===== src/rtl/hsl_pkg.sv =====
package hsl_pkg;

	// Channel rebuild scale: one grey step is GreyUnit, full scale is FullD.
	localparam int unsigned GreyUnit = 130560;
	localparam int unsigned FullD    = 33292800;
	localparam int unsigned BrightK  = 130050;

	// Reciprocal of 255 scaled by 2^23, exact for 16-bit dividends.
	localparam int unsigned Recip255 = 32897;

	// Register byte addresses.
	localparam logic [2:0] AddrBright = 3'd0;
	localparam logic [2:0] AddrSat    = 3'd4;

	// Result of the analysis stages, carried toward the rebuild stage.
	typedef struct packed {
		logic        grey;
		logic [7:0]  mx;
		logic [7:0]  l;
		logic [10:0] h;
	} hsl_t;

endpackage


===== src/rtl/hsl_div.sv =====
// Small restoring divider over two register stages.
// It computes quo = floor(num / den) for num < 2^19, den < 2^10, with the quotient
// known to fit in 10 bits. The first stage resolves quotient bits 9 to 5, the
// second stage bits 4 to 0, so each stage holds five narrow compare-subtract steps.
module hsl_div (
	input  logic        clk,
	input  logic        en,
	input  logic [18:0] num,
	input  logic [9:0]  den,
	output logic [9:0]  quo
);
	logic [4:0]  qhi_c;
	logic [18:0] rem_c;
	logic [19:0] trial_c;
	logic [4:0]  qhi_s1;
	logic [18:0] rem_s1;
	logic [9:0]  den_s1;
	logic [4:0]  qlo_c;
	logic [18:0] reml_c;
	logic [19:0] triall_c;

	// Upper quotient bits.
	always_comb begin
		rem_c = num;
		qhi_c = '0;
		for (int i = 9; i >= 5; i--) begin
			trial_c = {1'b0, rem_c} - ({10'd0, den} << i);
			if (!trial_c[19]) begin
				rem_c = trial_c[18:0];
				qhi_c[i - 5] = 1'b1;
			end
		end
	end

	always_ff @(posedge clk) begin
		if (en) begin
			qhi_s1 <= qhi_c;
			rem_s1 <= rem_c;
			den_s1 <= den;
		end
	end

	// Lower quotient bits from the partial remainder.
	always_comb begin
		reml_c = rem_s1;
		qlo_c = '0;
		for (int i = 4; i >= 0; i--) begin
			triall_c = {1'b0, reml_c} - ({10'd0, den_s1} << i);
			if (!triall_c[19]) begin
				reml_c = triall_c[18:0];
				qlo_c[i] = 1'b1;
			end
		end
	end

	always_ff @(posedge clk) begin
		if (en) begin
			quo <= {qhi_s1, qlo_c};
		end
	end
endmodule


===== src/rtl/hsl_rebuild.sv =====
// Rebuilds one channel from HSL and applies brightness with clamping and rounding.
// The first stage forms the clamped, rounded channel value divided by 512; the
// second stage divides it by 255 through a reciprocal multiplication.
module hsl_rebuild (
	input  logic               clk,
	input  logic               en,
	input  logic [1:0]         role,
	input  logic [8:0]         f,
	input  logic               grey,
	input  logic [7:0]         mx,
	input  logic [7:0]         l,
	input  logic [16:0]        cn,
	input  logic signed [9:0]  bright,
	output logic [7:0]         ch
);
	import hsl_pkg::*;

	logic signed [33:0] mid0;
	logic signed [33:0] v_c;
	logic signed [33:0] clamp_c;
	logic [15:0]        t_c;
	logic [15:0]        t_s1;
	logic [30:0]        prod_c;

	// Roles: 0 low, 1 high, 2 rising with f, 3 falling with 256-f.
	always_comb begin
		mid0 = 34'(l) * 34'(GreyUnit);
		unique case (role)
			2'd0: v_c = mid0 - 34'(cn) * 34'sd256;
			2'd1: v_c = mid0 + 34'(cn) * 34'sd256;
			2'd2: v_c = mid0 - 34'(cn) * 34'sd256 + 34'(cn) * 34'(2 * f);
			default: v_c = mid0 - 34'(cn) * 34'sd256 + 34'(cn) * 34'(2 * (9'd256 - f));
		endcase
		if (grey) v_c = 34'(mx) * 34'(GreyUnit);
		v_c = v_c + 34'(bright) * 34'(BrightK);
		clamp_c = v_c;
		if (v_c < 0) clamp_c = '0;
		else if (v_c > $signed(34'(FullD))) clamp_c = $signed(34'(FullD));
		// One grey step is 255 * 512: add half a step, then drop the factor of 512.
		t_c = 16'((clamp_c + 34'(GreyUnit / 2)) >> 9);
	end

	always_ff @(posedge clk) begin
		if (en) begin
			t_s1 <= t_c;
		end
	end

	// Division by 255 is exact for every dividend below 65536 with this reciprocal.
	always_comb begin
		prod_c = 31'(t_s1) * 31'(Recip255);
	end

	always_ff @(posedge clk) begin
		if (en) begin
			ch <= prod_c[30:23];
		end
	end
endmodule


===== src/rtl/hsl_saturation_brightness_adjust.sv =====
// HSL saturation and brightness adjust.
// Input stream s_axis carries one RGB pixel per transaction: tdata [7:0] red,
// [15:8] green, [23:16] blue. Output stream m_axis carries the adjusted pixel in
// the same layout. The APB port holds two registers: brightness_offset at 0x0
// and saturation_offset at 0x4, each 10-bit signed, reset to zero.
// The pipeline has six register stages: min/max and lightness, two stages of
// the saturation and hue dividers, the saturation offset and chroma product,
// and two stages of channel rebuild with brightness and rounding. Throughput
// is one pixel per clock while the receiver does not stall.
// When the receiver stalls, the whole pipeline holds; s_axis_tready follows
// the output side so no pixel is lost or repeated.
// Reset clears all valid bits and both registers.
module hsl_saturation_brightness_adjust (
	input  logic        clk,
	input  logic        arst_n,
	input  logic        s_axis_tvalid,
	output logic        s_axis_tready,
	input  logic [23:0] s_axis_tdata,   // red_in, green_in, blue_in
	output logic        m_axis_tvalid,
	input  logic        m_axis_tready,
	output logic [23:0] m_axis_tdata,   // red_out, green_out, blue_out
	input  logic        psel,
	input  logic        penable,
	input  logic        pwrite,
	input  logic [2:0]  paddr,
	input  logic [31:0] pwdata,
	output logic [31:0] prdata,
	output logic        pready
);
	import hsl_pkg::*;

	logic signed [9:0] bright_q, sat_q;
	logic v_s1, v_s2, v_s3, v_s4, v_s5, v_s6;
	logic en;

	// Pipeline advances when the output slot is empty or being taken.
	assign en = !m_axis_tvalid || m_axis_tready;
	assign s_axis_tready = en;
	assign pready = 1'b1;

	// Configuration registers.
	always_ff @(posedge clk or negedge arst_n) begin
		if (!arst_n) begin
			bright_q <= '0;
			sat_q <= '0;
		end else if (psel && penable && pwrite) begin
			if (paddr == AddrBright) bright_q <= pwdata[9:0];
			else if (paddr == AddrSat) sat_q <= pwdata[9:0];
		end
	end
	always_comb begin
		prdata = '0;
		if (paddr == AddrBright) prdata = 32'(bright_q);
		else if (paddr == AddrSat) prdata = 32'(sat_q);
	end

	// Stage 1: extremes, lightness, dividends.
	logic [7:0] r, g, b, mx_c, mn_c;
	logic [8:0] d_c, sum_c, den_c;
	logic signed [9:0] diff_c;
	logic [10:0] base_c;
	logic [7:0] mx_s1, l_s1;
	logic [8:0] d_s1, den_s1;
	logic [18:0] snum_s1, hnum_s1;
	logic [10:0] base_s1;
	logic grey_s1;
	assign r = s_axis_tdata[7:0];
	assign g = s_axis_tdata[15:8];
	assign b = s_axis_tdata[23:16];
	always_comb begin
		mx_c = r; mn_c = r;
		if (g > mx_c) mx_c = g;
		if (b > mx_c) mx_c = b;
		if (g < mn_c) mn_c = g;
		if (b < mn_c) mn_c = b;
		d_c = 9'(mx_c) - 9'(mn_c);
		sum_c = 9'(mx_c) + 9'(mn_c);
		den_c = (sum_c < 9'd255) ? sum_c : 9'(10'd510 - 10'(sum_c));
		if (mx_c == r) begin diff_c = 10'(g) - 10'(b); base_c = 11'd0; end
		else if (mx_c == g) begin diff_c = 10'(b) - 10'(r); base_c = 11'd512; end
		else begin diff_c = 10'(r) - 10'(g); base_c = 11'd1024; end
	end
	always_ff @(posedge clk) begin
		if (en) begin
			mx_s1 <= mx_c;
			l_s1 <= 8'((10'(sum_c) + 10'd1) >> 1);
			d_s1 <= d_c;
			den_s1 <= den_c;
			grey_s1 <= (d_c == 9'd0);
			snum_s1 <= 19'(510 * d_c) + 19'(den_c);
			hnum_s1 <= 19'(19'(512) * 19'(10'(diff_c) + 10'(d_c))) + 19'(d_c);
			base_s1 <= base_c;
		end
	end

	// Stages 2 and 3: saturation and hue dividers, side data delayed to match.
	logic [9:0] sq_s3, hq_s3;
	logic [7:0] mx_s2, l_s2, mx_s3, l_s3;
	logic [10:0] base_s2, base_s3;
	logic grey_s2, grey_s3;
	hsl_div u_sdiv (.clk, .en, .num(snum_s1),
		.den(grey_s1 ? 10'd2 : {den_s1, 1'b0}), .quo(sq_s3));
	hsl_div u_hdiv (.clk, .en, .num(hnum_s1),
		.den(grey_s1 ? 10'd2 : {d_s1, 1'b0}), .quo(hq_s3));
	always_ff @(posedge clk) begin
		if (en) begin
			mx_s2 <= mx_s1; l_s2 <= l_s1; base_s2 <= base_s1; grey_s2 <= grey_s1;
			mx_s3 <= mx_s2; l_s3 <= l_s2; base_s3 <= base_s2; grey_s3 <= grey_s2;
		end
	end

	// Stage 4: offset saturation, hue, chroma product.
	logic signed [11:0] soff_c, s_c;
	logic [11:0] h_c;
	logic signed [9:0] tl_c;
	logic [7:0] a_c, s8_c;
	hsl_t p_s4;
	logic [16:0] cn_s4;
	always_comb begin
		soff_c = 12'(((20'(sat_q) * 20'sd255 + 20'sd128 + 20'sd131072) >>> 8) - 20'sd512);
		s_c = 12'(sq_s3) + soff_c;
		if (s_c < 0) s8_c = 8'd0;
		else if (s_c > 12'sd255) s8_c = 8'd255;
		else s8_c = s_c[7:0];
		h_c = 12'(base_s3) + 12'(hq_s3) + 12'd1280;
		if (h_c >= 12'd1536) h_c = h_c - 12'd1536;
		tl_c = 10'(2 * l_s3) - 10'sd255;
		a_c = 8'(10'sd255 - (tl_c < 0 ? -tl_c : tl_c));
	end
	always_ff @(posedge clk) begin
		if (en) begin
			p_s4 <= '{grey: grey_s3, mx: mx_s3, l: l_s3, h: h_c[10:0]};
			cn_s4 <= 17'(a_c) * 17'(s8_c);
		end
	end

	// Stages 5 and 6: role selection per sextant and channel rebuild.
	logic [1:0] rr, rg, rb;
	always_comb begin
		unique case (p_s4.h[10:8])
			3'd0: begin rr = 2'd1; rg = 2'd2; rb = 2'd0; end
			3'd1: begin rr = 2'd3; rg = 2'd1; rb = 2'd0; end
			3'd2: begin rr = 2'd0; rg = 2'd1; rb = 2'd2; end
			3'd3: begin rr = 2'd0; rg = 2'd3; rb = 2'd1; end
			3'd4: begin rr = 2'd2; rg = 2'd0; rb = 2'd1; end
			default: begin rr = 2'd1; rg = 2'd0; rb = 2'd3; end
		endcase
	end
	hsl_rebuild u_r (.clk, .en, .role(rr), .f({1'b0, p_s4.h[7:0]}), .grey(p_s4.grey),
		.mx(p_s4.mx), .l(p_s4.l), .cn(cn_s4), .bright(bright_q), .ch(m_axis_tdata[7:0]));
	hsl_rebuild u_g (.clk, .en, .role(rg), .f({1'b0, p_s4.h[7:0]}), .grey(p_s4.grey),
		.mx(p_s4.mx), .l(p_s4.l), .cn(cn_s4), .bright(bright_q), .ch(m_axis_tdata[15:8]));
	hsl_rebuild u_b (.clk, .en, .role(rb), .f({1'b0, p_s4.h[7:0]}), .grey(p_s4.grey),
		.mx(p_s4.mx), .l(p_s4.l), .cn(cn_s4), .bright(bright_q), .ch(m_axis_tdata[23:16]));

	// Valid bits.
	always_ff @(posedge clk or negedge arst_n) begin
		if (!arst_n) begin
			v_s1 <= 1'b0; v_s2 <= 1'b0; v_s3 <= 1'b0;
			v_s4 <= 1'b0; v_s5 <= 1'b0; v_s6 <= 1'b0;
		end else if (en) begin
			v_s1 <= s_axis_tvalid; v_s2 <= v_s1; v_s3 <= v_s2;
			v_s4 <= v_s3; v_s5 <= v_s4; v_s6 <= v_s5;
		end
	end
	assign m_axis_tvalid = v_s6;

`ifndef ASSERT_OFF
	a_hold: assert property (@(posedge clk) disable iff (!arst_n)
		m_axis_tvalid && !m_axis_tready |=> m_axis_tvalid) else $error("output dropped");
	a_flow: assert property (@(posedge clk) disable iff (!arst_n)
		en && v_s5 |=> m_axis_tvalid) else $error("pipeline lost transaction");
	a_rdy: assert property (@(posedge clk) disable iff (!arst_n)
		!m_axis_tvalid |-> s_axis_tready) else $error("stalled while empty");
`endif
endmodule

===== config.mk =====
export PLATFORM = sky130hd
export DESIGN_NAME = hsl_saturation_brightness_adjust
export DESIGN_NICKNAME = d
export VERILOG_FILES = /design/src/rtl/hsl_pkg.sv /design/src/rtl/hsl_div.sv /design/src/rtl/hsl_rebuild.sv /design/src/rtl/hsl_saturation_brightness_adjust.sv
export SDC_FILE = /design/constraint.sdc
export NUM_CORES = 2
export LEC_CHECK = 0
export BUFFER_PORTS_ARGS = -buffer_cell sky130_fd_sc_hd__buf_2
export CAP_MARGIN = 20
export CORE_ASPECT_RATIO = 1.1
export CORE_UTILIZATION = 40
export DETAILED_ROUTE_END_ITERATION = 8
export HOLD_SLACK_MARGIN = 0.06
export PLACE_DENSITY_LB_ADDON = 0.3
export SKIP_CTS_REPAIR_TIMING = 1
export SLEW_MARGIN = 20
export SYNTH_ARGS = -nofsm -noshare
export SYNTH_HDL_FRONTEND = slang
export SYNTH_HIERARCHICAL = 1
export SYNTH_SLANG_ARGS = --single-unit
export TNS_END_PERCENT = 5

===== constraint.sdc =====
create_clock -name clk -period 25 [get_ports clk]
set_input_delay 5 -clock clk [delete_from_list [all_inputs] [get_ports clk]]
set_output_delay 5 -clock clk [all_outputs]
set_load 0.03 [all_outputs]

==> summary.txt <==
Outcome: finished with violations
Failing checks: max-slew violations
Period minus WS final: 15.46 ns
CP delay by family, top: adder cells
Worst setup path endpoint: snum_s1[17]
Commonest non-fill, non-tap cell in the layout: inv_1
Skew final: 0.06611 ns
Total track usage: 0.1999
Max-capacitance violation count: 0
CP max-delay cell: xor2_1
Grt ovf: 0
RSZ-0062 raised after global routing: false
Final hold vios: 0
Post-synth EDFFs: 305
CTS Sinks: 331
Clock transition at path regs: 0.06 ns
Final Cycle Share: 0.6183
Global-route wire length before repair: 450.4 mm
Worst slew pin tran: 2.085 ns
Required @ worst endpoint: 25.39 ns
CTS Buf Count: 43
Via density: 5.200
Synthesized area: 110500 um^2
Most frequent cells in the layout: 2082 x inv_1, 1711 x ha_1, 1391 x fa_1
Post-synth top flop: edfxtp_1
Distinct cells, synth: 141
Crit. Startpoint: s_axis_tdata[9]
DRT antenna net count: 0
Core ar.: 275000 um^2
CTS max path bufs: 3
Crit start category: input port
GPL Wtd Cong: 0.8968
Max_slew headroom: -0.4024
Critical path type: input port to flop
Post-synth ARST share: 0.07855
Gate count of the mapped netlist: 12580
Data arrival time of the worst path: 15.85 ns
Synth warnings: 6
FMAX: 0.06469 GHz
Drt pass-1 iters: 6
Max-slew violation count: 36
Hold crit path type: flop to flop
Port bufs: 101
Die X: 503.1 um
Wire length per cell: 17.04 um
Vias in the first global route: 86080
Nets: 15720
Dpl hpwl: 230.8 mm
CTS tree: yes
Sum of negative setup slack: 0 ns
Die area: 278300 um^2
Initial antenna violation count: 3
R2r endpoint: u_sdiv/rem_s1[10]
Crit-path max FO: 20
Routed wire length: 277.0 mm
Worst R2R Start: grey_s1
Proportion of layout cells with a drive suffix above 1: 0.04886
Site Rows: 202
FF-to-FF setup slack: 9.96 ns
Io pins: 125
Syn avg cell area: 8.782 um^2
Die H: 553.2 um
Largest net degree at the start of global routing: 78
Crit. path cell count: 36
Clock root buffer: clkbuf_16
Routed vias: 84550
Skew-Pair Late Insertion Delay: 0.68 ns
DRT iter0 DRCs: 4268
Worst Setup End Kind: flop
Crit path largest cell delay: 0.79 ns
Area Overhead vs Synth: 5.642%
Initial core utilization: 0.4018
WP buf/inv: 6
Register bit total from synthesis: 331
Reg2Reg Depth: 58
DR DRC count: 0
H-Tree Depth: 2
Final setup fails: 0
Register area share after synthesis: 0.08878
## area by class of cell
type                    count  area, um^2
inverters                2091        7861
well taps                3672        4594
clock buffers              48        1095
flip-flops and latches    331        9822
repair buffers            212        1364
fillers                 27640      158300
multi-input cells        9875       91660
clock inverters            31       327.8
diodes                      1       2.502
## layer usage
layer / global-route usage / wire [um] / vias up
met5: 0 / 0 / -
met4: 0.06317 / 9562 / 0
met3: 0.01903 / 9729 / 324
met2: 0.3562 / 136700 / 1391
met1: 0.2515 / 121000 / 41070
li1: - / - / 41770
## cells in the mapped netlist, types with 65 or more instances
| library cell | instances | area share |
|---|---|---|
| inv_1 | 2083 | 0.071 |
| xnor2_1 | 621 | 0.049 |
| and2_1 | 410 | 0.023 |
| nand2_1 | 1029 | 0.035 |
| o21a_1 | 119 | 0.0081 |
| nor2_1 | 728 | 0.025 |
| xor2_1 | 283 | 0.022 |
| ha_1 | 1711 | 0.19 |
| a31oi_1 | 67 | 0.0038 |
| a21oi_1 | 722 | 0.033 |
| mux2_2 | 102 | 0.010 |
| clkbuf_1 | 256 | 0.0087 |
| nand3_1 | 141 | 0.0064 |
| edfxtp_1 | 305 | 0.083 |
| o21ai_0 | 460 | 0.021 |
| a211oi_1 | 96 | 0.0065 |
| nand2b_1 | 123 | 0.0070 |
| o21bai_1 | 127 | 0.0086 |
| a21o_1 | 302 | 0.021 |
| nor3_1 | 154 | 0.0070 |
| fa_1 | 1391 | 0.25 |
| nor2b_1 | 139 | 0.0079 |
| o211ai_1 | 65 | 0.0044 |
| mux2i_1 | 101 | 0.0091 |
## worst min-delay path by stage
stage | start | to | slack (ns) | cells after the start
finish | l_s1[5] | l_s2[5] | 0.41 | 0
detailed placement | base_s1[10] | base_s2[10] | 0.40 | 0
global placement | mx_s3[3] | p_s4[22] | 0.40 | 0
floorplan | base_s1[10] | base_s2[10] | 0.40 | 0
CTS | grey_s3 | p_s4[27] | 0.41 | 0
global route | l_s1[5] | l_s2[5] | 0.42 | 0
## registers in the layout, summed over array words and instances (netlist names), 10 cells and up
| register | flops |
|---|---|
| bright_q | 10 |
| cn_s4 | 15 |
| hnum_s1 | 11 |
| p_s4 | 28 |
| sat_q | 10 |
| snum_s1 | 18 |
| u_b/t_s1 | 16 |
| u_g/t_s1 | 16 |
| u_hdiv/den_s1 | 10 |
| u_hdiv/quo | 10 |
| u_hdiv/rem_s1 | 19 |
| u_r/t_s1 | 16 |
| u_sdiv/den_s1 | 10 |
| u_sdiv/quo | 10 |
| u_sdiv/rem_s1 | 19 |
## logic make-up after synthesis
logic type | synth area share
xor gates and xnor gates | 0.07251
muxes | 0.02433
and+or+nand+nor | 0.1377
DFF | 0.08878
AOI/OAI and AO/OA | 0.1449
adders and majority gates | 0.4469
buffers and inverters | 0.08486
other | 0.00006797
## per-stage QoR
step	cell area, um^2	setup slack [ns]	hold WS, ns	util	std cells
after floorplan	110700	8.759	0.4003	-	12640
after global placement	115300	8.957	0.4014	0.4193	16180
after detailed placement	115300	8.939	0.4045	0.4193	16180
after CTS	116700	9.597	0.4082	0.4245	16260
after global routing	116700	8.451	0.4173	0.4245	16260
final	116700	9.542	0.4110	0.4245	16260
Power is not shown: default switching activity piles up to over one toggle a cycle in this logic, so the estimate is an artifact.
